--- config.mk ---
export PLATFORM = sky130hd
export DESIGN_NAME = bscst_front
export DESIGN_NICKNAME = d
export VERILOG_FILES = /design/src/rtl/core/bscst_pkg.sv /design/src/rtl/core/bscst_front.sv
export SDC_FILE = /design/constraint.sdc
export NUM_CORES = 1
export LEC_CHECK = 0
export ABC_AREA = 1
export BUFFER_PORTS_ARGS = -buffer_cell sky130_fd_sc_hd__buf_2
export CORE_MARGIN = 1
export CORE_UTILIZATION = 35
export CTS_CLUSTER_SIZE = 10
export DETAILED_ROUTE_END_ITERATION = 7
export PLACE_DENSITY = 0.69
export SYNTH_ARGS = -nofsm -noshare
export SYNTH_HDL_FRONTEND = slang
export SYNTH_SLANG_ARGS = --single-unit
--- constraint.sdc ---
create_clock -name clock -period 5.5 [get_ports clock]
set_input_delay 1.1 -clock clock [delete_from_list [all_inputs] [get_ports clock]]
set_output_delay 1.1 -clock clock [all_outputs]
set_load 0.01 [all_outputs]
--- src/rtl/core/bscst_pkg.sv ---
// shared types and constants of the bhaskara sine, cosine and tangent core
package bscst_pkg;

   localparam int ACTION_W = 2;
   localparam int ANGLE_W  = 32;
   localparam int VALUE_W  = 45;
   localparam int ARG_W    = 45;
   localparam int MOD_W    = 44;
   localparam int RED_W    = 36;
   localparam int SIN_W    = 26;
   localparam int MAG_W    = 25;
   localparam int QUO_W    = 44;

   localparam int QUEUE_DEPTH_DEF = 2;

   localparam logic [RED_W-1:0] PI_Q32         = 36'd13493037705;
   localparam logic [RED_W-1:0] TWO_PI_Q32     = 36'd26986075409;
   localparam logic [RED_W-1:0] HALF_PI_Q32    = 36'd6746518852;
   localparam logic [RED_W-1:0] FIVE_PI_SQ_Q30 = 36'd52987035159;
   localparam logic [13:0]      RECIP_TWO_PI   = 14'd10430;
   localparam logic [VALUE_W-1:0] OUT_LIMIT    = 45'd16777216000000;
   localparam logic [MAG_W-1:0] TAN_SMALL      = 25'd16;

   typedef enum logic [1:0] {
      OP_SIN  = 2'd0,
      OP_COS  = 2'd1,
      OP_TAN  = 2'd2,
      OP_NONE = 2'd3
   } op_type;

   typedef struct packed {
      op_type                   op;
      logic signed [ARG_W-1:0]  arg_sin;
      logic signed [ARG_W-1:0]  arg_cos;
   } item_type;

endpackage

--- src/rtl/core/bscst_front.sv ---
// front end: takes requests, decodes the operation and widens the angles
module bscst_front (
   input  logic                              clock,
   input  logic                              reset,
   input  logic                              start,
   output logic                              busy,
   input  logic [bscst_pkg::ACTION_W-1:0]    req_action,
   input  logic signed [bscst_pkg::ANGLE_W-1:0] req_angle,
   input  logic                              queue_full,
   output logic                              push_valid,
   output bscst_pkg::item_type               push_item
);
   import bscst_pkg::*;

   logic     item_valid_ff, item_valid_in;
   item_type item_ff, item_in;
   logic     take;
   logic signed [ARG_W-1:0] x_sin;

   always_comb begin
      busy       = item_valid_ff && queue_full;
      take       = start && !busy;
      push_valid = item_valid_ff && !queue_full;
      push_item  = item_ff;

      if (take) begin
         item_valid_in = 1'b1;
      end else if (push_valid) begin
         item_valid_in = 1'b0;
      end else begin
         item_valid_in = item_valid_ff;
      end

      x_sin = {req_angle[ANGLE_W-1], req_angle, 12'b0};
      item_in.arg_sin = x_sin;
      item_in.arg_cos = x_sin + $signed(ARG_W'(HALF_PI_Q32));
      case (req_action)
         OP_SIN:  item_in.op = OP_SIN;
         OP_COS:  item_in.op = OP_COS;
         OP_TAN:  item_in.op = OP_TAN;
         default: item_in.op = OP_NONE;
      endcase
   end

   always_ff @(posedge clock) begin
      if (reset) begin
         item_valid_ff <= 1'b0;
      end else begin
         item_valid_ff <= item_valid_in;
      end
   end

   always_ff @(posedge clock) begin
      if (take) begin
         item_ff <= item_in;
      end
   end

endmodule

# Yosys cells after proc, flatten, opt, wreduce, memory -nomap -nowiden

Index checks and enable logic that the tools add are counted.

Register bits after elaboration: 80
Input bits: 38
Output and inout bits: 94
Word-level logic and storage cells: 17

$add $sub $neg: 1
Eq/ne operators: 2
Mux-type cells: 3
Reductions and logical operators: 7

Operators by type and width:

| cell                     | number |
|---|---|
| $add A44 B34 Y45 const B | 1 |
| $pmux W2 S3              | 1 |
| $logic_and A1 B1 Y1      | 3 |
| $eq A2 B1 Y1 const B     | 1 |
| $eq A2 B2 Y1 const B     | 1 |
| $logic_not A1 Y1         | 2 |
| $logic_not A2 Y1         | 1 |
| $mux W1                  | 2 |
| $reduce_bool A2 Y1       | 1 |

# Depth between registers and ports, before layout

Gate-level depths: netlist of the first run.

Word-level depth: 4
Depth in mapped cells: 11
Gate-level depth less buffers: 11

# Least setup slack after synthesis of the first run

Ideal clock, no wire load.

Path type: input to register
From: input port queue_full
To: register item_ff (netlist bit push_item[12]), enable pin
Library setup time: 492 ps
Arrival: 4053 ps
Required time: 5008 ps
Setup slack: 955 ps
Cell stages on the path: 3
Buffers on the path: 0
Cells stage by stage: nand2_1 > inv_1 > nor2_1

Longest elaborated chain between the ends: 3

RTL lines:

| element                | line              | source |
|---|---|---|
| start: declaration     | bscst_front.sv:9  | `input logic queue_full,` |
| $logic_and A1 B1 Y1    | bscst_front.sv:21 | `busy = item_valid_ff && queue_full;` |
| named net busy         | bscst_front.sv:6  | `output logic busy,` |
| $logic_not A1 Y1       | bscst_front.sv:22 | `take = start && !busy;` |
| $logic_and A1 B1 Y1    | bscst_front.sv:22 |  |
| end signal: assignment | bscst_front.sv:55 | `item_ff <= item_in;` |
| end: declaration       | bscst_front.sv:16 | `item_type item_ff, item_in;` |

The timed path passes the listed nets, and every way through them passes these cells.
A chain may end at the register's enable or synchronous reset.

# Worst setup path after layout of the first run

From: input port queue_full
To: register item_ff (netlist bit push_item[86]), enable pin

Longest elaborated chain between the ends: 3

RTL lines:

| element             | line |
|---|---|
| $logic_and A1 B1 Y1 | bscst_front.sv:21 |
| $logic_not A1 Y1    | bscst_front.sv:22 |
| $logic_and A1 B1 Y1 | bscst_front.sv:22 |

No other way between the ends.

==> reports/metrics.yaml, run 1 <==
outcome:
  status: "complete, no violations"
power_and_ir_drop:
  p_clk_frac: 0.360
  part_of_the_total_power_dissipated_in_sequential_elements: 0.508
  irDropWorstVdd_uv: 124
  p_leak_uw: 0.00203
  internal_power_uw: 917
  finalPower_uw: 1220
  switchingPower_uw: 301
  combPwrFrac: 0.132
  power_per_cell_area_nw_per_um2: 281
  power.share.switching: 0.247
run:
  maxCapViolCount: 0
logic_synthesis:
  synth_top_area_cell: "sky130_fd_sc_hd__edfxtp_1"
  postSynthCellCount: 367
  synth_cell_type_count: 28
  synth-main-ff-cell: "sky130_fd_sc_hd__edfxtp_1"
  yosysSeqAreaShare: 0.577
  yosys_warnings: 0
  synth_top_cell_area_share: 0.571
  ys_ff_latch: 68
  edff_count_synth: 67
  ys_top_cells_by_area: "sky130_fd_sc_hd__edfxtp_1 57%, sky130_fd_sc_hd__nand2_1 10%, sky130_fd_sc_hd__buf_4 5.5%"
  synth-async-reset-ratio: 0
  synth.cell_area_um2: 3520
  postSynthAreaPerCell_um2: 9.60
clock_tree:
  worst_skew_pair.late_latency_ns: 0.35
  post_cts_hold_buffer_count: 0
  clock_tree_from_tritoncts: "built"
  cts_inserted_buffers: 9
  cts-root-buf: "sky130_fd_sc_hd__clkbuf_8"
  clkTransAtPathRegs_ns: 0.07
  tritoncts_num_sinks: 68
  number_of_instances_resized_during_post_cts_repair: 0
  htreeDepth: 3
  clock_tree.buffer_depth: 2
  cts_post_setup_buffers_inserted: 0
die:
  die_height_um: 102
  io_pins: 132
  start_util: 0.360
  num_rows: 36
  fp.coreArea_um2: 9770
  floorplan.die.width_um: 102
  floorplan.die_area_um2: 10500
final_layout:
  final_nets: 519
  drive_above_1_share: 0.305
  stdcell_count: 618
  final.fill_count: 959
  area_added_between_synthesis_and_finish_pct: 23.0
  diodes: 0
timing:
  max_slew.worst_pin.slew_ns: 0.953
  layout_worst_path_cycle_share: 0.474
  drv_slew: 0
  fmax_mhz: 383
  grt_setup_unrepaired: "false"
  max-slew-margin-rel: 0.363
  hold_viol_final: 0
  fin_crit_ns: 2.61
  finalSetupTns_ns: 0
  skew_ns: 0.00443
  setup_violations: 0
drt:
  initialDrtViolationCount: 134
  wirelength_mm: 7.59
  count_of_antenna_violating_nets_left_after_detailed_routing: 0
  vias: 2725
  detail_route.vias_per_cell: 4.41
  routed_wire_length_per_instance_um: 12.3
  route.detailed.drc: 0
  firstDrtPassIters: 5
min_path:
  type_of_the_tightest_min_delay_check: "reg2reg"
  min-delay-start: "item_valid_ff"
setup_path:
  cp_data_required_time_ns: 5.51
  worst_path_cell_chain: "buf_2 > nand2_1 > inv_1 > nor2_4 > buf_4"
  critPathArrivalTime_ns: 2.61
  critical_path.reg2reg.startpoint: "item_valid_ff"
  critPathLaunch: "queue_full"
  worst_path_dominant_cell_family: "simple AND/OR/NAND/NOR gates"
  critical_path_buf_inv_count: 3
  crit_path_max_incr_delay_ns: 0.72
  cp-start-kind: "primary input"
  crit_fanout: 34
  critical_path_type: "in2reg"
  setup.worst_path.end_class: "flip-flop"
  crit_slowest_cell: "sky130_fd_sc_hd__nor2_4"
global_routing:
  grt_pass1_vias: 2435
  grt_start_max_net_pins: 35
  grt_overflow_total: 0
  grtUsageTotal: 0.151
  grt_first_pass_wirelength_mm: 11.6
  antenna_found_initial: 0
placed_design:
  placed_cells: 602
  port_buffers: 107
  weighted_congestion_at_the_end_of_routability_driven_global_placement: 0.851
  hpwlAfterDp_mm: 5.94
[registers in the layout, indices dropped and copies added, names as in the netlist]
| signal | cells |
|---|---|
| push_item | 67 |
| item_valid_ff | 1 |
[per-layer routing]
metal / track usage / wire, µm
met1: 0.176 / 3190
met4: 0.0846 / 219
met3: 0.0451 / 463
met2: 0.247 / 3710
met5: 0 / 0
[power groups by stage]
stage	clock [µW]	combinational [µW]	sequential (µW)
CTS	457	163	619
global placement	0	159	630
detailed placement	0	162	631
global route	472	179	622
finish	438	161	619
floorplan	0	81.4	652
[final timing paths]
check	to	slack, ns	depth (start not counted)
worst max register to register	push_item[86]	3.44	4
worst min-delay path	item_valid_ff	0.48	2
worst min register to register	item_valid_ff	0.48	2
worst max-delay path	push_item[86]	2.89	5
[through the flow]
step	util	hold WS (ns)	setup WS (ns)	cell area (µm²)
final	0.443	0.483	2.89	4330
after global routing	0.443	0.530	2.73	4330
after CTS	0.443	0.482	2.86	4330
after detailed placement	0.421	0.472	2.50	4120
after global placement	0.421	0.463	2.53	4120
after floorplan	-	0.448	0.955	3600
[logic make-up after synthesis]
family / after synthesis / share of synthesized area
AOI/OAI and AO/OA: 10 / 0.0167
xor gates and xnor gates: 15 / 0.0373
adders and majority gates: 1 / 0.00355
buffers and inverters: 80 / 0.113
DFF: 68 / 0.577
other: 2 / 0.00213
and+or+nand+nor: 191 / 0.250
[synth_stat cells (4+ instances only)]
| cell | count |
|---|---|
| sky130_fd_sc_hd__nor3_1 | 6 |
| sky130_fd_sc_hd__inv_2 | 4 |
| sky130_fd_sc_hd__inv_1 | 48 |
| sky130_fd_sc_hd__xor2_1 | 13 |
| sky130_fd_sc_hd__nor2_4 | 4 |
| sky130_fd_sc_hd__nand2_1 | 94 |
| sky130_fd_sc_hd__nand3_1 | 32 |
| sky130_fd_sc_hd__nand4_1 | 6 |
| sky130_fd_sc_hd__buf_4 | 26 |
| sky130_fd_sc_hd__nand2_2 | 4 |
| sky130_fd_sc_hd__edfxtp_1 | 67 |
| sky130_fd_sc_hd__a21oi_1 | 6 |
| sky130_fd_sc_hd__nor2_2 | 6 |
| sky130_fd_sc_hd__nor2_1 | 29 |
[layout by cell type, fill, tap and decap left out, types with 2 or more instances in the layout]
master and n:
sky130_fd_sc_hd__buf_2 107, sky130_fd_sc_hd__nand2_1 94, sky130_fd_sc_hd__edfxtp_1 67, sky130_fd_sc_hd__inv_1 48, sky130_fd_sc_hd__nand3_1 32, sky130_fd_sc_hd__nor2_1 28
sky130_fd_sc_hd__conb_1 24, sky130_fd_sc_hd__xor2_1 13, sky130_fd_sc_hd__clkbuf_8 9, sky130_fd_sc_hd__nand4_1 6, sky130_fd_sc_hd__nor3_1 6, sky130_fd_sc_hd__a21oi_1 6
sky130_fd_sc_hd__nor2_2 6, sky130_fd_sc_hd__nor2_4 5, sky130_fd_sc_hd__inv_2 4, sky130_fd_sc_hd__nand2_2 4, sky130_fd_sc_hd__nand3_2 2, sky130_fd_sc_hd__a21boi_0 2
sky130_fd_sc_hd__nor3_2 2, sky130_fd_sc_hd__and2_1 2, sky130_fd_sc_hd__nand3b_1 2, sky130_fd_sc_hd__xnor2_1 2, sky130_fd_sc_hd__bufinv_16 2, sky130_fd_sc_hd__clkinv_2 2
[tightest hold or removal path, cell delays in order, from the launching register on]
cell and delay (ns):
sky130_fd_sc_hd__dfxtp_1 0.31, sky130_fd_sc_hd__nand2_1 0.07, sky130_fd_sc_hd__a21oi_1 0.06
[layout make-up]
type | count | area, µm² | area share
Sequential cell | 68 | 2030 | 0.469
Clock inverter | 7 | 90.1 | 0.0208
Clock buffer | 9 | 124 | 0.0286
Tap cell | 133 | 166 | 0.0384
Inverter | 52 | 195 | 0.0450
Multi-Input combinational cell | 241 | 1180 | 0.273
Timing Repair Buffer | 108 | 543 | 0.125
Power figures use the tool's default switching activity.
==> inputs of run 2 (changes only) <==
- PLACE_DENSITY: 0.69 -> 0.71
- clock period: 5.5 -> 2.2 ns (I/O delays scaled with it)
==> reports/metrics.yaml, run 2 (synthesized netlist as in run 1, its figures left out) <==
drt:
  route.detailed.drc: 0
  count_of_antenna_violating_nets_left_after_detailed_routing: 0
  routed_wire_length_per_instance_um: 12.5
  firstDrtPassIters: 4
  wirelength_mm: 7.72
  detail_route.vias_per_cell: 4.39
  initialDrtViolationCount: 187
  vias: 2716
setup_path:
  worstReg2RegEnd: "push_item[61]"
  critPathArrivalTime_ns: 1.70
  critical_path.reg2reg.startpoint: "item_valid_ff"
  critical_path_type: "in2reg"
  cp_data_required_time_ns: 2.31
  rr_worst_depth: 4
  crit_fanout: 4
  cp-start-kind: "primary input"
  timing.reg2reg.setup_slack_ns: 0.89
  setup.worst_path.end_class: "flip-flop"
global_routing:
  antenna_found_initial: 0
  grt_overflow_total: 0
  grt_first_pass_wirelength_mm: 11.9
  grt_pass1_vias: 2445
  grtUsageTotal: 0.155
  grt_start_max_net_pins: 35
clock_tree:
  clkTransAtPathRegs_ns: 0.07
  tritoncts_num_sinks: 68
  htreeDepth: 3
  clock_tree_from_tritoncts: "built"
  clock_tree.buffer_depth: 2
  cts_inserted_buffers: 9
  cts_post_setup_buffers_inserted: 0
  number_of_instances_resized_during_post_cts_repair: 0
  post_cts_hold_buffer_count: 0
  cts-root-buf: "sky130_fd_sc_hd__clkbuf_8"
  worst_skew_pair.late_latency_ns: 0.35
final_layout:
  postLayoutCellArea_um2: 4330
  diodes: 0
  largest_register_ff_count: 67
  final.fill_count: 977
  layout_commonest_cell: "sky130_fd_sc_hd__buf_2"
  area_added_between_synthesis_and_finish_pct: 22.8
  final_nets: 520
  drive_above_1_share: 0.299
  final_cell_mix: "107 x sky130_fd_sc_hd__buf_2, 94 x sky130_fd_sc_hd__nand2_1, 67 x sky130_fd_sc_hd__edfxtp_1"
timing:
  timing.final.ws_setup_ns: 0.608
  skew_ns: 0.00605
  setup_violations: 0
  grt_setup_unrepaired: "false"
  layout_worst_path_cycle_share: 0.724
  fmax_mhz: 628
  drv_slew: 0
  fin_crit_ns: 1.59
  hold_viol_final: 0
  finalSetupTns_ns: 0
placed_design:
  hpwlAfterDp_mm: 5.96
  weighted_congestion_at_the_end_of_routability_driven_global_placement: 0.881
  placement.setup.worst_slack_ns: 0.267
  post_dp_cell_area_um2: 4150
  port_buffers: 107
power_and_ir_drop:
  p_leak_uw: 0.00202
  irDropWorstVdd_uv: 224
  finalPower_uw: 2910
  power_per_cell_area_nw_per_um2: 673
run:
  maxCapViolCount: 0
die:
  num_rows: 36
  io_pins: 132
  fp.coreArea_um2: 9770
  die_height_um: 102
  floorplan.die.width_um: 102
  floorplan.die_area_um2: 10500
  start_util: 0.360
min_path:
  number_of_stages_on_the_worst_hold_path: 2
  worst_hold_path.endpoint: "item_valid_ff"
  type_of_the_tightest_min_delay_check: "in2reg"
  min-delay-start: "reset"
outcome:
  status: "complete, no violations"
-- run 2: cell count changes in the layout (fill, tap and decap cells not counted) --
cell / delta
sky130_fd_sc_hd__buf_12: +2
sky130_fd_sc_hd__bufinv_16: -1
sky130_fd_sc_hd__clkinv_2: -1
sky130_fd_sc_hd__clkinvlp_4: -1
sky130_fd_sc_hd__buf_4: -1
sky130_fd_sc_hd__inv_6: -1
sky130_fd_sc_hd__clkbuf_1: +3
-- run 2: report_power, final --
part,internal (µW),switching (µW)
clock,513,440
sequential,1530,19.1
combinational,140,272
-- run 2: cell type report --
cell class                      count  area, µm²  area share
Tap cell                          133        166      0.0385
Sequential cell                    68       2030       0.470
Clock inverter                      3       38.8     0.00897
Timing Repair Buffer              109        576       0.133
Clock buffer                       12        135      0.0312
Multi-Input combinational cell    241       1180       0.273
Inverter                           52        195      0.0451
-- run 2: how the worst max path moves through the flow --
stage                            start             to  cells after the start
after floorplan             queue_full  push_item[12]                      3
after global placement    req_angle[0]  push_item[34]                     12
after detailed placement  req_angle[0]  push_item[30]                     12
after CTS                 req_angle[0]  push_item[30]                     12
after global routing      req_angle[0]  push_item[34]                     12
final                     req_angle[0]  push_item[30]                     12
-- run 2: critical path, stage by stage --
cell and delay, ns:
sky130_fd_sc_hd__buf_2 0.11, sky130_fd_sc_hd__inv_1 0.07, sky130_fd_sc_hd__ha_1 0.19, sky130_fd_sc_hd__inv_1 0.05
sky130_fd_sc_hd__nand2_1 0.08, sky130_fd_sc_hd__nand3_1 0.17, sky130_fd_sc_hd__nor2_2 0.19, sky130_fd_sc_hd__inv_1 0.11
sky130_fd_sc_hd__nand3_1 0.13, sky130_fd_sc_hd__nand2_1 0.06, sky130_fd_sc_hd__nand2_1 0.05, sky130_fd_sc_hd__nand2_1 0.04
-- run 2: per-layer routing --
metal,up-vias,wire (µm),global-route usage
met2,96,3760,0.253
met1,1237,3300,0.185
li1,1369,-,-
met3,14,522,0.0492
met5,-,0,0
met4,0,137,0.0747
-- run 2: stage by stage --
stage,utilization,hold WS [ns],std cells
3_3_place_gp,0.425,0.472,603
6_report,0.443,0.236,618
3_5_place_dp,0.425,0.477,603
2_1_floorplan,-,0.448,389
5_1_grt,0.443,0.220,618
4_1_cts,0.443,0.220,618
==> inputs of run 3 (changes only) <==
- PLACE_DENSITY: 0.71 -> 0.69
- clock period: 2.2 -> 1.5 ns (I/O delays scaled with it)
==> reports/metrics.yaml, run 3 (synthesized netlist as in run 1, its figures left out) <==
clock_tree:
  clock_tree_from_tritoncts: "built"
  tritoncts_num_sinks: 68
  post_cts_hold_buffer_count: 0
  cts-root-buf: "sky130_fd_sc_hd__clkbuf_8"
  number_of_instances_resized_during_post_cts_repair: 0
  cts_inserted_buffers: 9
  clkTransAtPathRegs_ns: 0.06
  htreeDepth: 3
  worst_skew_pair.late_latency_ns: 0.35
  cts_post_setup_buffers_inserted: 0
  clock_tree.buffer_depth: 2
setup_path:
  crit_slowest_cell: "sky130_fd_sc_hd__nor2_2"
  crit_fanout: 3
  cp-start-kind: "primary input"
  worst_path_cell_chain: "buf_2 > inv_1 > ha_1 > inv_1 > nand2_1 > nand3_1 > nor2_2 > inv_1 > nand3_1 > nand2_1 > nand2_1 > nand2_1"
  critical_path_type: "in2reg"
  crit_path_max_incr_delay_ns: 0.18
  setup.worst_path.end_class: "flip-flop"
  cp_data_required_time_ns: 1.61
  critPathArrivalTime_ns: 1.45
  critical_path.most_common_cell: "sky130_fd_sc_hd__nand2_1"
final_layout:
  largest_register_ff_count: 67
  diodes: 0
  final_cell_mix: "107 x sky130_fd_sc_hd__buf_2, 93 x sky130_fd_sc_hd__nand2_1, 67 x sky130_fd_sc_hd__edfxtp_1"
  final_nets: 555
  area_added_between_synthesis_and_finish_pct: 30.6
  layout_commonest_cell: "sky130_fd_sc_hd__buf_2"
  post-route-util: 0.470
  drive_above_1_share: 0.350
placed_design:
  weighted_congestion_at_the_end_of_routability_driven_global_placement: 0.834
  hpwlAfterDp_mm: 6.32
  port_buffers: 107
min_path:
  type_of_the_tightest_min_delay_check: "in2reg"
timing:
  fin_crit_ns: 1.34
  setup_violations: 0
  hold_viol_final: 0
  grt_setup_unrepaired: "false"
  finalSetupTns_ns: 0
  fmax_mhz: 747
  skew_ns: 0.00315
  drv_slew: 0
  layout_worst_path_cycle_share: 0.892
global_routing:
  grt_pass1_vias: 2595
  grt_start_max_net_pins: 39
  grt_overflow_total: 0
  antenna_found_initial: 0
  grt_first_pass_wirelength_mm: 12.2
  grtUsageTotal: 0.158
die:
  fp.coreArea_um2: 9770
  die_height_um: 102
  io_pins: 132
  start_util: 0.360
  num_rows: 36
  floorplan.die_area_um2: 10500
  floorplan.die.width_um: 102
outcome:
  status: "complete, no violations"
power_and_ir_drop:
  power_per_cell_area_nw_per_um2: 940
  irDropWorstVdd_uv: 370
  finalPower_uw: 4320
  p_leak_uw: 0.00219
drt:
  initialDrtViolationCount: 169
  routed_wire_length_per_instance_um: 12.3
  firstDrtPassIters: 4
  wirelength_mm: 8.02
  route.detailed.drc: 0
  vias: 2861
  count_of_antenna_violating_nets_left_after_detailed_routing: 0
  detail_route.vias_per_cell: 4.38
run:
  maxCapViolCount: 0
## run 3: per-layer routing
| layer | vias to the layer above | global-route usage | part of all wire | routed length [µm] |
|---|---|---|---|---|
| li1 | 1441 | - | - | - |
| met1 | 1302 | 0.191 | 0.43 | 3460 |
| met2 | 100 | 0.260 | 0.48 | 3880 |
| met3 | 18 | 0.0321 | 0.056 | 450 |
| met4 | 0 | 0.0967 | 0.027 | 220 |
| met5 | - | 0 | 0 | 0 |
## run 3: final timing paths
kind | start | endpoint | slack, ns | depth (start not counted)
max | req_angle[0] | push_item[30] | 0.16 | 12
min | reset | item_valid_ff | 0.09 | 2
max reg2reg | item_valid_ff | push_item[83] | 0.32 | 4
min reg2reg | item_valid_ff | item_valid_ff | 0.48 | 2
## run 3: metrics by stage
stage	setup slack (ns)	hold slack (ns)	cell area, µm²	instances
detailed placement	-0.204	0.455	4430	638
finish	0.162	0.0901	4600	653
global placement	-0.170	0.462	4430	638
global route	0.0153	0.0835	4600	653
floorplan	-0.332	0.362	3620	389
CTS	0.170	0.0747	4600	653
## run 3: critical path, delay by kind of cell
| kind | cells | cell delay (ns) |
|---|---|---|
| buffers and inverters | 4 | 0.30 |
| AND/OR/NAND/NOR | 7 | 0.68 |
| adder cells (fa/ha/maj) | 1 | 0.16 |
## run 3: final cells by class
type                    instances  area, µm²
multi-input cells             241       1190
fillers                       932       5180
repair buffers                144        838
inverters                      52        198
clock inverters                 4       41.3
well taps                     133        166
clock buffers                  11        131
flip-flops and latches         68       2030
## run 3: power by group
part	internal [µW]	switching, µW	leakage (µW)
clock network	742	642	0.0000859
logic	257	411	0.00145
registers	2240	30.0	0.000657
