### src/rtl/core/bscst_pkg.sv
// shared types and constants of the bhaskara sine, cosine and tangent core
package bscst_pkg;

   localparam int ACTION_W = 2;
   localparam int ANGLE_W  = 32;
   localparam int VALUE_W  = 45;
   localparam int ARG_W    = 45;
   localparam int MOD_W    = 44;
   localparam int RED_W    = 36;
   localparam int SIN_W    = 26;
   localparam int MAG_W    = 25;
   localparam int QUO_W    = 44;

   localparam int QUEUE_DEPTH_DEF = 2;

   localparam logic [RED_W-1:0] PI_Q32         = 36'd13493037705;
   localparam logic [RED_W-1:0] TWO_PI_Q32     = 36'd26986075409;
   localparam logic [RED_W-1:0] HALF_PI_Q32    = 36'd6746518852;
   localparam logic [RED_W-1:0] FIVE_PI_SQ_Q30 = 36'd52987035159;
   localparam logic [13:0]      RECIP_TWO_PI   = 14'd10430;
   localparam logic [VALUE_W-1:0] OUT_LIMIT    = 45'd16777216000000;
   localparam logic [MAG_W-1:0] TAN_SMALL      = 25'd16;

   typedef enum logic [1:0] {
      OP_SIN  = 2'd0,
      OP_COS  = 2'd1,
      OP_TAN  = 2'd2,
      OP_NONE = 2'd3
   } op_type;

   typedef struct packed {
      op_type                   op;
      logic signed [ARG_W-1:0]  arg_sin;
      logic signed [ARG_W-1:0]  arg_cos;
   } item_type;

endpackage

### src/rtl/core/bscst_queue.sv
// short queue between the front end and the arithmetic back end
module bscst_queue #(
   parameter int DEPTH = bscst_pkg::QUEUE_DEPTH_DEF
) (
   input  logic                 clock,
   input  logic                 reset,
   input  logic                 push_valid,
   input  bscst_pkg::item_type  push_item,
   output logic                 full,
   output logic                 pop_valid,
   output bscst_pkg::item_type  pop_item
);
   import bscst_pkg::*;

   localparam int PTR_W = (DEPTH > 1) ? $clog2(DEPTH) : 1;
   localparam int CNT_W = $clog2(DEPTH + 1);

   item_type         mem [DEPTH];
   logic [PTR_W-1:0] head_ff, head_in, tail_ff, tail_in;
   logic [CNT_W-1:0] count_ff, count_in;
   logic             pop_valid_ff;
   item_type         pop_item_ff;
   logic             push, pop;

   always_comb begin
      full  = (count_ff == CNT_W'(DEPTH));
      push  = push_valid && !full;
      pop   = (count_ff != '0);
      head_in  = head_ff;
      tail_in  = tail_ff;
      if (pop) begin
         head_in = (head_ff == PTR_W'(DEPTH - 1)) ? '0 : head_ff + 1'b1;
      end
      if (push) begin
         tail_in = (tail_ff == PTR_W'(DEPTH - 1)) ? '0 : tail_ff + 1'b1;
      end
      count_in = count_ff + CNT_W'(push) - CNT_W'(pop);
      pop_valid = pop_valid_ff;
      pop_item  = pop_item_ff;
   end

   always_ff @(posedge clock) begin
      if (reset) begin
         head_ff      <= '0;
         tail_ff      <= '0;
         count_ff     <= '0;
         pop_valid_ff <= 1'b0;
      end else begin
         head_ff      <= head_in;
         tail_ff      <= tail_in;
         count_ff     <= count_in;
         pop_valid_ff <= pop;
      end
   end

   always_ff @(posedge clock) begin
      if (push) begin
         mem[tail_ff] <= push_item;
      end
      pop_item_ff <= mem[head_ff];
   end

endmodule

### config.mk
export PLATFORM = sky130hd
export DESIGN_NAME = bscst_queue
export DESIGN_NICKNAME = d
export VERILOG_FILES = /design/src/rtl/core/bscst_pkg.sv /design/src/rtl/core/bscst_queue.sv
export SDC_FILE = /design/constraint.sdc
export NUM_CORES = 1
export LEC_CHECK = 0
export BUFFER_PORTS_ARGS = -buffer_cell sky130_fd_sc_hd__buf_2
export CORE_MARGIN = 2
export CORE_UTILIZATION = 57
export DETAILED_ROUTE_END_ITERATION = 7
export PLACE_DENSITY = 0.8
export SLEW_MARGIN = 20
export SYNTH_ARGS = -nofsm -noshare
export SYNTH_HDL_FRONTEND = slang
export SYNTH_SLANG_ARGS = --single-unit
### constraint.sdc
create_clock -name clock -period 5 [get_ports clock]
set_clock_uncertainty 0.1 [all_clocks]
set_input_delay 0.25 -clock clock [delete_from_list [all_inputs] [get_ports clock]]
set_output_delay 0.25 -clock clock [all_outputs]
set_load 0.05 [all_outputs]
Word level (Yosys, flattened, before mapping)
Memory sizes are Yosys's and may differ from the RTL's. A register that Yosys moved wholly into a read port is not among the register bits.
Index checks and enable logic that the tools add are counted.
W data, S select, Z words.
Word-level totals
  memory bits (writable): 184
  word-level logic and storage cells: 17
  bits in registers: 5
  memories kept: 1
  bits of input ports: 95
Cells by class
  muxes and demuxes: 4
  $add $sub $neg: 4
  equal/unequal tests: 1
  reductions and logical operators: 3
Memory list
  mem: depth 2, bits a word 92, read ports 1, clocked after memory_dff 1, wr ports 1, RTL line bscst_queue.sv:18  | item_type mem [DEPTH];
Operators by type and width (number)
  $mux W1: 4
  $add A1 B1 Y1 const B: 2
  $add A2 B1 Y2: 1
  $eq A2 B2 Y1 const B: 1
  $reduce_bool A2 Y1: 1
  $sub A2 B1 Y2: 1
  $logic_and A1 B1 Y1: 1
  $logic_not A1 Y1: 1

Longest topological paths before layout
Gate-level depths: netlist of the first run.
  word-level depth: 5
  depth in mapped cells: 4

Worst setup path before layout of the first run
OpenSTA, ideal clock, no wires.
  path kind: register to register
  from: reg count_ff[0]
  to: mem mem[0][0] (netlist bit) (enable)
  required time: 4454 ps
  period minus slack after synthesis: 3261 ps
  path slack: 1739 ps
  buffers on the path: 0
  cell stages (with the launch flop): 5
  library setup time: 446 ps
  arrival: 2715 ps
  cell sequence: dfxtp_1 > nand2b_2 > inv_2 > or3_1 > inv_1
On the way
  longest elaborated chain between the ends: 5
Ends and longest elaborated chain
  start: declaration: RTL line bscst_queue.sv:20  | logic [CNT_W-1:0] count_ff, count_in;
  start signal: assignment: RTL line bscst_queue.sv:51  | count_ff <= count_in;
  $eq A2 B2 Y1: RTL line bscst_queue.sv:26  | full = (count_ff == CNT_W'(DEPTH));
  via full: RTL line bscst_queue.sv:9  | output logic full,
  $logic_not A1 Y1: RTL line bscst_queue.sv:27  | push = push_valid && !full;
  $logic_and A1 B1 Y1: RTL line bscst_queue.sv:27
  $mux W1: RTL line bscst_queue.sv:57  | if (push) begin
  $mux W1 (implied by the code): RTL line bscst_queue.sv:58  | mem[tail_ff] <= push_item;
  end: declaration: RTL line bscst_queue.sv:18
The timed path passes the listed nets, and every way through them passes these cells.

Final worst setup path of the first run
  from: reg count_ff[0]
  to: mem mem[0][43] (netlist bit) (enable)
On the way
  longest elaborated chain between the ends: 5
Ends and longest elaborated chain (RTL line)
  $eq A2 B2 Y1: bscst_queue.sv:26
  $logic_not A1 Y1: bscst_queue.sv:27
  $logic_and A1 B1 Y1: bscst_queue.sv:27
  $mux W1: bscst_queue.sv:57
  $mux W1 (implied by the code): bscst_queue.sv:58
Every way passes these cells.

==> flow_metrics.env, run 1 <==
export IMPL_p_sw_frac=0.242
export IMPL_pin_count=189
export IMPL_finalWirelength_um=16500
export IMPL_crit_chain="nand2b_2 -> inv_2 -> or3_1 -> inv_4 -> buf_4"
export IMPL_power_frac_seq=0.523
export IMPL_synth_top_area_frac=0.637
export IMPL_synth_cells=398
export IMPL_tns_ps=0
export IMPL_ys_seq_area_frac=0.861
export IMPL_p_sw_mw=1.25
export IMPL_period_needed_ps=2530
export IMPL_drt_iter0_drc=217
export IMPL_dp_cells=767
export IMPL_dp_hpwl_um=8930
export IMPL_whs_path_depth=2
export IMPL_min_to="mem[0][19]"
export IMPL_firstDrtPassIters=6
export IMPL_track_usage=0.202
export IMPL_ys_seq_elements=281
export IMPL_vdd_drop_max_mv=0.317
export IMPL_htree_levels=1
export IMPL_worstSetupStartpoint="count_ff[0]"
export IMPL_place_congestion=0.709
export IMPL_rows=45
export IMPL_slew_viol_final=0
export IMPL_yosys_area_top_type="edfxtp_1"
export IMPL_most_common_layout_cells="buf_2 (188), edfxtp_1 (184), dfxtp_1 (96)"
export IMPL_grt_pass1_wl_um=25300
export IMPL_syn_to_final_growth_pct=33.1
export IMPL_grt_overflow=0
export IMPL_numCtsBuffers=27
export IMPL_max_freq_mhz=396
export IMPL_avgSynthCellArea_um2=21.8
export IMPL_antenna_found_initial=0
export IMPL_clock_power_share=0.361
export IMPL_dieArea_um2=16200
export IMPL_die_height_um=127
export IMPL_drv_cap=0
export IMPL_yosysWarnings=0
export IMPL_path_buf_inv=3
export IMPL_cp_end_kind="register"
export IMPL_comb_power_share=0.117
export IMPL_n_antenna_cell=0
export IMPL_hold_viol=0
export IMPL_cts_max_path_buffers=3
export IMPL_core_region_area_um2=15000
export IMPL_clk_latency_ps=500
export IMPL_synthTopCellsByArea="edfxtp_1 (64%), dfxtp_1 (22%), mux2_2 (12%)"
export IMPL_final_cell_count_no_fill=910
export IMPL_r2r_setup_slack_ps=2470
export IMPL_layout_commonest_cell="buf_2"
export IMPL_io_buffers=188
export IMPL_r2r_start="count_ff[0]"
export IMPL_vias_per_cell=5.02
export IMPL_wl_per_cell_um=18.2
export IMPL_cp_start_kind="register"
export IMPL_worstPathRequired_ps=5060
export IMPL_yosysUniqueCellTypes=16
export IMPL_worstHoldStart="push_item[19]"
export IMPL_worstHoldPathType="in -> reg"
export IMPL_fillers=806
export IMPL_finalNetCount=797
export IMPL_multi_input_area_um2=1100
export IMPL_synth_fp_nets=493
export IMPL_cts_root_buf="clkbuf_16"
export IMPL_drc=0
export IMPL_p_leak_nw=4.48
export IMPL_cts_sinks=281
export IMPL_setup_viol=0
export IMPL_syn_cell_area_um2=8670
export IMPL_final_antenna_net_count=0
export IMPL_r2r_end="mem[0][43]"
export IMPL_hold_ws_ps=357
export IMPL_path_delay_family="buffers and inverters"
export IMPL_powerDensity_nw_per_um2=447
export IMPL_worst_slack_ps=2470
export IMPL_detailedPlace_worstSlack_ps=2460
export IMPL_cpPeakStageDelay_ps=620
export IMPL_vias=4566
export IMPL_internal_power_mw=3.91
export IMPL_start_util=0.577
export IMPL_die_x_um=127
export IMPL_clk_pin_slew_ps=60
export IMPL_crit_fanout=64
export IMPL_outcome="complete, no violations"
export IMPL_post_route_period_util=0.506
export IMPL_seq_area_um2=7470
export IMPL_drive_gt1_frac=0.450
export IMPL_cts_tree="built"
export IMPL_reg2reg_depth=5
export IMPL_rsz0062_at_grt="no"
export IMPL_crit_path_top_delay_cell="inv_4"
export IMPL_grt_max_degree=65
export IMPL_critPathKind="reg -> reg"
export IMPL_cp_arrival_ps=2590
export IMPL_relSlewSlack=0.446
export IMPL_grt_pass1_vias=4941
export IMPL_tightest_slew_ps=831
## cells in the mapped netlist
| cell | number |
|---|---|
| nor2_1 | 4 |
| and3_1 | 1 |
| xor2_1 | 1 |
| nand2b_2 | 1 |
| inv_2 | 1 |
| buf_6 | 7 |
| dfxtp_1 | 97 |
| edfxtp_1 | 184 |
| inv_1 | 2 |
| mux2_2 | 92 |
| or3_1 | 1 |
| buf_2 | 2 |
| buf_4 | 1 |
| o21ai_0 | 1 |
| nand2_1 | 1 |
| a21oi_1 | 2 |
## worst reg2reg max path, stage by stage, from the launching register on
cell and delay, ps:
dfxtp_1 350, nand2b_2 160, inv_2 50, or3_1 380
inv_4 620, buf_4 510
## flip-flops by register name (all words and copies together), names as in the netlist
name and count:
count_ff 2, pop_item 92, head_ff 1, tail_ff 1, pop_valid 1, mem 184
## area by class of cell
cell class	count	area share
flip-flops and latches	281	0.647
repair buffers	285	0.165
multi-input cells	104	0.0957
clock buffers	40	0.0672
well taps	188	0.0204
clock inverters	9	0.00368
inverters	3	0.00119
## logic make-up after synthesis
logic type,share of synthesized area
and+or+nand+nor,0.00462
DFF,0.861
AOI/OAI and AO/OA,0.00173
muxes,0.119
xor gates and xnor gates,0.00101
buffers and inverters,0.0124
## stage by stage
step | power, mW | utilization | area (um2)
finish | 5.16 | 0.768 | 11500
global route | 5.32 | 0.768 | 11500
CTS | 5.18 | 0.768 | 11500
detailed placement | 3.28 | 0.651 | 9790
global placement | 3.26 | 0.651 | 9790
floorplan | 3.13 | - | 8670
## timing repair
item / CTS / global route
endpoints found under the hold margin: 189 / 0
hold buffers: 94 / 0
gates resized for setup: 0 / 0
buffers inserted: 0 / 0
## power groups by stage
stage               Combinational, mW  Sequential [mW]  Clock (mW)
floorplan                       0.137             2.99           0
global placement                0.529             2.73           0
detailed placement              0.538             2.74           0
CTS                             0.599             2.69        1.88
global route                    0.628             2.71        1.99
finish                          0.602             2.70        1.86
## layer usage
layer,track usage,wire [um],vias to the layer above
met3,0.0423,988,39
met1,0.253,6520,2232
met4,0.0627,373,0
met2,0.357,8640,190
met5,0,0,-
li1,-,-,2105
## worst max-delay path by stage
stage	slack, ps	cells past startpoint	end
finish	2470	5	mem[0][43]
floorplan	1740	4	mem[0][0]
global placement	2550	5	mem[0][52]
CTS	2450	5	mem[0][49]
global route	2280	5	mem[0][49]
detailed placement	2460	5	mem[0][49]
No activity file was read; power rests on OpenSTA's default activity.
==> inputs of run 2 (changes only) <==
CORE_UTILIZATION = 53   (was 57)
PLACE_DENSITY = 0.75   (was 0.8)
clock period = 2.6 ns   (was 5 ns; I/O delays follow)
==> run 2 against run 1 <==
Core utilization shrank 3.5 points. Register-to-register slack lost 1800 ps. Setup slack lost 1800 ps. Hold slack lost 110 ps. Global-route usage shrank 1.7 points. Sequential share of layout area shrank 0.74 points. Combinational power grew 99%. Clock power grew 96%. Power grew 94%.
==> flow_metrics.env, run 2 (same netlist as run 1, synthesis figures left out) <==
export IMPL_outcome="complete, no violations"
export IMPL_drv_cap=0
export IMPL_final_cell_count_no_fill=940
export IMPL_crit_chain="nand2b_4 -> inv_6 -> or3_4 -> clkinvlp_4 -> buf_12"
export IMPL_grt_overflow=0
export IMPL_final_antenna_net_count=0
export IMPL_max_freq_mhz=511
export IMPL_postCtsResizedCells=0
export IMPL_grt_pass1_vias=4889
export IMPL_fillers=958
export IMPL_grt_pass1_wl_um=25400
export IMPL_vias_per_cell=4.82
export IMPL_comb_power_share=0.120
export IMPL_min_to="mem[1][90]"
export IMPL_worstHoldPathType="in -> reg"
export IMPL_finalNetCount=799
export IMPL_cts_max_path_buffers=3
export IMPL_worstPathRequired_ps=2680
export IMPL_vdd_drop_max_mv=0.625
export IMPL_cts_sinks=281
export IMPL_fin_area_um2=11700
export IMPL_drt_iter0_drc=205
export IMPL_dp_hpwl_um=8900
export IMPL_postCtsHoldBufs=94
export IMPL_clock_power_share=0.365
export IMPL_track_usage=0.185
export IMPL_crit_path_top_delay_cell="dfxtp_1"
export IMPL_cts_tree="built"
export IMPL_post_route_period_util=0.753
export IMPL_powerDensity_nw_per_um2=856
export IMPL_rsz0062_at_grt="no"
export IMPL_p_sw_frac=0.237
export IMPL_wl_per_cell_um=17.3
export IMPL_layout_commonest_cell="buf_2"
export IMPL_total_power_mw=10.0
export IMPL_grt_max_degree=93
export IMPL_whs_path_depth=2
export IMPL_regMostFlops="mem"
export IMPL_worstHoldStart="push_item[90]"
export IMPL_die_x_um=132
export IMPL_cts_root_buf="clkbuf_16"
export IMPL_cp_arrival_ps=2040
export IMPL_slew_viol_final=0
export IMPL_firstDrtPassIters=4
export IMPL_tns_ps=0
export IMPL_largest_register_ffs=184
export IMPL_drive_gt1_frac=0.450
export IMPL_dieArea_um2=17400
export IMPL_power_frac_seq=0.516
export IMPL_most_common_layout_cells="buf_2 (188), edfxtp_1 (184), dfxtp_1 (96)"
export IMPL_rows=46
export IMPL_setup_viol=0
export IMPL_internal_power_mw=7.63
export IMPL_drc=0
export IMPL_period_needed_ps=1960
export IMPL_start_util=0.544
export IMPL_cp_end_kind="register"
export IMPL_hold_viol=0
export IMPL_dp_cells=797
export IMPL_core_region_area_um2=15900
export IMPL_antenna_found_initial=0
export IMPL_cpPeakStageDelay_ps=360
export IMPL_r2r_setup_slack_ps=640
export IMPL_htree_levels=1
export IMPL_relSlewSlack=0.627
export IMPL_place_congestion=0.741
export IMPL_numCtsBuffers=27
export IMPL_vias=4531
export IMPL_clk_latency_ps=500
export IMPL_io_buffers=188
export IMPL_r2r_start="count_ff[0]"
export IMPL_pin_count=189
export IMPL_finalWirelength_um=16300
export IMPL_tightest_slew_ps=560
export IMPL_p_leak_nw=4.51
export IMPL_clk_pin_slew_ps=60
export IMPL_syn_to_final_growth_pct=34.7
export IMPL_p_sw_mw=2.37
export IMPL_die_height_um=132
export IMPL_critPathKind="reg -> reg"
export IMPL_cp_start_kind="register"
export IMPL_r2r_end="mem[0][76]"
export IMPL_reg2reg_depth=5
export IMPL_placedInstanceArea_um2=9900
export IMPL_n_antenna_cell=0
export IMPL_crit_fanout=48
export IMPL_hold_ws_ps=244
export IMPL_postCtsSetupBuffers=0
==> run 2: cell types whose count changed in the layout (fill, tap and decap cells not counted), sizes merged <==
cell,previous run,this run
buf,191,193
bufinv,0,2
clkbuf,40,38
clkinv,8,9
clkinvlp,0,1
inv,4,2
==> run 2: power groups by stage <==
stage               registers, mW  clock network, mW  logic (mW)
global placement             5.24                  0        1.06
floorplan                    5.75                  0       0.267
finish                       5.16               3.65        1.20
CTS                          5.16               3.73        1.20
global route                 5.18               3.89        1.25
detailed placement           5.25                  0        1.08
==> run 2: final cells by class <==
class,count,area [um2],area share
Multi-Input combinational cell,104,1110,0.0954
Inverter,3,20.0,0.00171
Clock inverter,11,98.8,0.00846
Sequential cell,281,7470,0.640
Timing Repair Buffer,287,1970,0.169
Tap cell,216,270,0.0231
Clock buffer,38,737,0.0631
==> run 2: per-layer routing <==
| metal | up-vias | global-route usage | wire length, um |
|---|---|---|---|
| met5 | - | 0 | 0 |
| met4 | 0 | 0.0543 | 340 |
| met3 | 34 | 0.0450 | 984 |
| met2 | 170 | 0.332 | 8540 |
| met1 | 2215 | 0.223 | 6430 |
| li1 | 2112 | - | - |
==> run 2: how the worst max path moves through the flow <==
stage                     depth (start not counted)         from  slack, ps         end
after global placement                            5  count_ff[0]        700  mem[0][26]
after floorplan                                   4  count_ff[0]         60   mem[0][0]
final                                             5  count_ff[0]        640  mem[0][76]
after detailed placement                          5  count_ff[0]        660  mem[0][76]
after global routing                              5  count_ff[0]        570  mem[0][53]
after CTS                                         5  count_ff[0]        630  mem[0][76]
==> run 2: critical path: cells and delay by family (launching register included) <==
| family | cells | cell delay, ps |
|---|---|---|
| flops | 1 | 360 |
| buf+inv | 3 | 620 |
| simple gates | 2 | 510 |
==> run 2: stage by stage <==
step	utilization	setup WS, ps
3_5_place_dp	0.621	655
3_3_place_gp	0.621	702
2_1_floorplan	-	62.1
4_1_cts	0.733	627
5_1_grt	0.733	570
6_report	0.733	642
==> inputs of run 3 (changes only) <==
CORE_UTILIZATION = 48   (was 53)
PLACE_DENSITY = 0.72   (was 0.75)
clock period = 1.6 ns   (was 2.6 ns; I/O delays follow)
==> run 3 against run 2 <==
The flow now finishes with violations (negative setup slack). Critical path depth increased by 2. Sequential power grew 62%. Global-route usage decreased by 1.5 points. Setup slack got worse by 790 ps. Via count increased by 0.82%. Largest power group unchanged.
==> flow_metrics.env, run 3 (same netlist as run 1, synthesis figures left out) <==
export IMPL_post_route_period_util=1.09
export IMPL_drv_cap=0
export IMPL_worst_slack_ps=-146
export IMPL_drive_gt1_frac=0.479
export IMPL_dp_hpwl_um=9440
export IMPL_final_cell_count_no_fill=976
export IMPL_path_buf_inv=5
export IMPL_cpPeakStageDelay_ps=340
export IMPL_most_common_layout_cells="buf_2 (187), edfxtp_1 (184), dfxtp_1 (95), dlygate4sd3_1 (95), mux2_2 (92)"
export IMPL_grt_pass1_vias=4943
export IMPL_regMostFlops="mem"
export IMPL_drt_iter0_drc=205
export IMPL_finalNetCount=822
export IMPL_firstDrtPassIters=4
export IMPL_finalWirelength_um=16700
export IMPL_r2r_end="mem[0][88]"
export IMPL_seq_area_um2=7470
export IMPL_worstHoldStart="push_item[41]"
export IMPL_numCtsBuffers=27
export IMPL_rows=49
export IMPL_worstPathRequired_ps=1730
export IMPL_total_power_mw=17.1
export IMPL_core_region_area_um2=17800
export IMPL_tightest_slew_ps=310
export IMPL_htree_levels=1
export IMPL_slew_viol_final=0
export IMPL_syn_to_final_growth_pct=41.0
export IMPL_vias=4568
export IMPL_track_usage=0.171
export IMPL_violations="negative setup slack"
export IMPL_r2r_setup_slack_ps=-150
export IMPL_die_height_um=138
export IMPL_dieArea_um2=19200
export IMPL_period_needed_ps=1750
export IMPL_cp_start_kind="register"
export IMPL_die_x_um=138
export IMPL_relSlewSlack=0.793
export IMPL_n_antenna_cell=0
export IMPL_whs_path_depth=2
export IMPL_drc=0
export IMPL_worstHoldPathType="in -> reg"
export IMPL_grt_use_met3=0.0384
export IMPL_vias_per_cell=4.68
export IMPL_layout_commonest_cell="buf_2"
export IMPL_io_buffers=188
export IMPL_multi_input_area_um2=1110
export IMPL_r2r_start="count_ff[0]"
export IMPL_setup_viol=92
export IMPL_cp_arrival_ps=1880
export IMPL_rsz0062_at_grt="yes"
export IMPL_dp_cells=819
export IMPL_largest_register_ffs=184
export IMPL_crit_fanout=5
export IMPL_crit_path_top_delay_cell="dfxtp_2"
export IMPL_vdd_drop_max_mv=1.08
export IMPL_cts_max_path_buffers=3
export IMPL_met1_usage=0.211
export IMPL_path_delay_family="buffers and inverters"
export IMPL_grt_util_met2=0.303
export IMPL_wl_per_cell_um=17.1
export IMPL_p_leak_nw=4.76
export IMPL_grt_busiest_layer="met2"
export IMPL_crit_chain="nand2b_4 -> inv_8 -> or3_4 -> clkinvlp_4 -> buf_6 -> buf_12 -> clkbuf_16"
export IMPL_reg2reg_depth=7
export IMPL_powerDensity_nw_per_um2=1400
export IMPL_cp_end_kind="register"
export IMPL_pin_count=189
export IMPL_cts_tree="built"
export IMPL_detailedPlace_worstSlack_ps=-122
export IMPL_antenna_found_initial=1
export IMPL_clk_pin_slew_ps=60
export IMPL_grt_overflow=0
export IMPL_cts_root_buf="clkbuf_16"
export IMPL_hold_viol=0
export IMPL_min_to="mem[0][41]"
export IMPL_max_freq_mhz=573
export IMPL_grt_pass1_wl_um=25800
export IMPL_final_antenna_net_count=0
export IMPL_place_congestion=0.719
export IMPL_outcome="finished with violations"
export IMPL_clk_latency_ps=510
export IMPL_cts_sinks=281
export IMPL_grt_max_degree=33
export IMPL_fillers=1143
export IMPL_critPathKind="reg -> reg"
export IMPL_start_util=0.486
==> run 3: changes by cell type in the layout (fill, tap and decap cells not counted), moves of 2 or more <==
cell       change
clkbuf_16      +3
clkbuf_8       +3
buf_12         +9
clkbuf_1       -8
bufinv_16      +2
buf_16         +4
buf_6          +2
buf_4          +6
==> run 3: cell type report <==
type | count | area share
repair buffers | 310 | 0.195
inverters | 3 | 0.00184
multi-input cells | 104 | 0.0912
well taps | 229 | 0.0234
clock buffers | 34 | 0.0632
flip-flops and latches | 281 | 0.611
clock inverters | 15 | 0.0144
==> run 3: worst max path at each step <==
stage	cells past startpoint	end	start	slack, ps
3_5_place_dp	5	mem[0][55]	count_ff[0]	-120
4_1_cts	7	mem[0][63]	count_ff[0]	-130
6_report	7	mem[0][88]	count_ff[0]	-150
5_1_grt	6	mem[0][64]	count_ff[0]	-200
2_1_floorplan	4	mem[0][0]	count_ff[0]	-920
3_3_place_gp	5	mem[0][51]	count_ff[0]	-80
==> run 3: repair_timing <==
action                     in CTS  in global routing
setup endpoints to repair      92                 92
hold buffers                   95                  0
resized for setup              11                  1
hold endpoints to repair      189                  0
buffers inserted                6                  1
gates cloned                    5                  2
==> run 3: power breakdown <==
part,internal [mW],switching [mW]
clock network,4.05,2.54
registers,8.24,0.137
logic,0.779,1.33
total,13.1,4.01
==> run 3: metal layers <==
| metal | vias to the layer above | part of all wire |
|---|---|---|
| li1 | 2158 | - |
| met1 | 2201 | 0.41 |
| met2 | 167 | 0.51 |
| met3 | 40 | 0.061 |
| met4 | 2 | 0.024 |
| met5 | - | 0.00078 |
==> run 3: per-stage QoR <==
| step | hold WS [ps] | TNS, ps | instance area (um2) | utilization |
|---|---|---|---|---|
| detailed placement | 172 | -7920 | 10100 | 0.564 |
| floorplan | 49.1 | -141770 | 8700 | - |
| finish | 183 | -9450 | 12200 | 0.685 |
| global route | 170 | -14730 | 12200 | 0.685 |
| global placement | 169 | -4730 | 10100 | 0.564 |
| CTS | 165 | -9780 | 12200 | 0.683 |
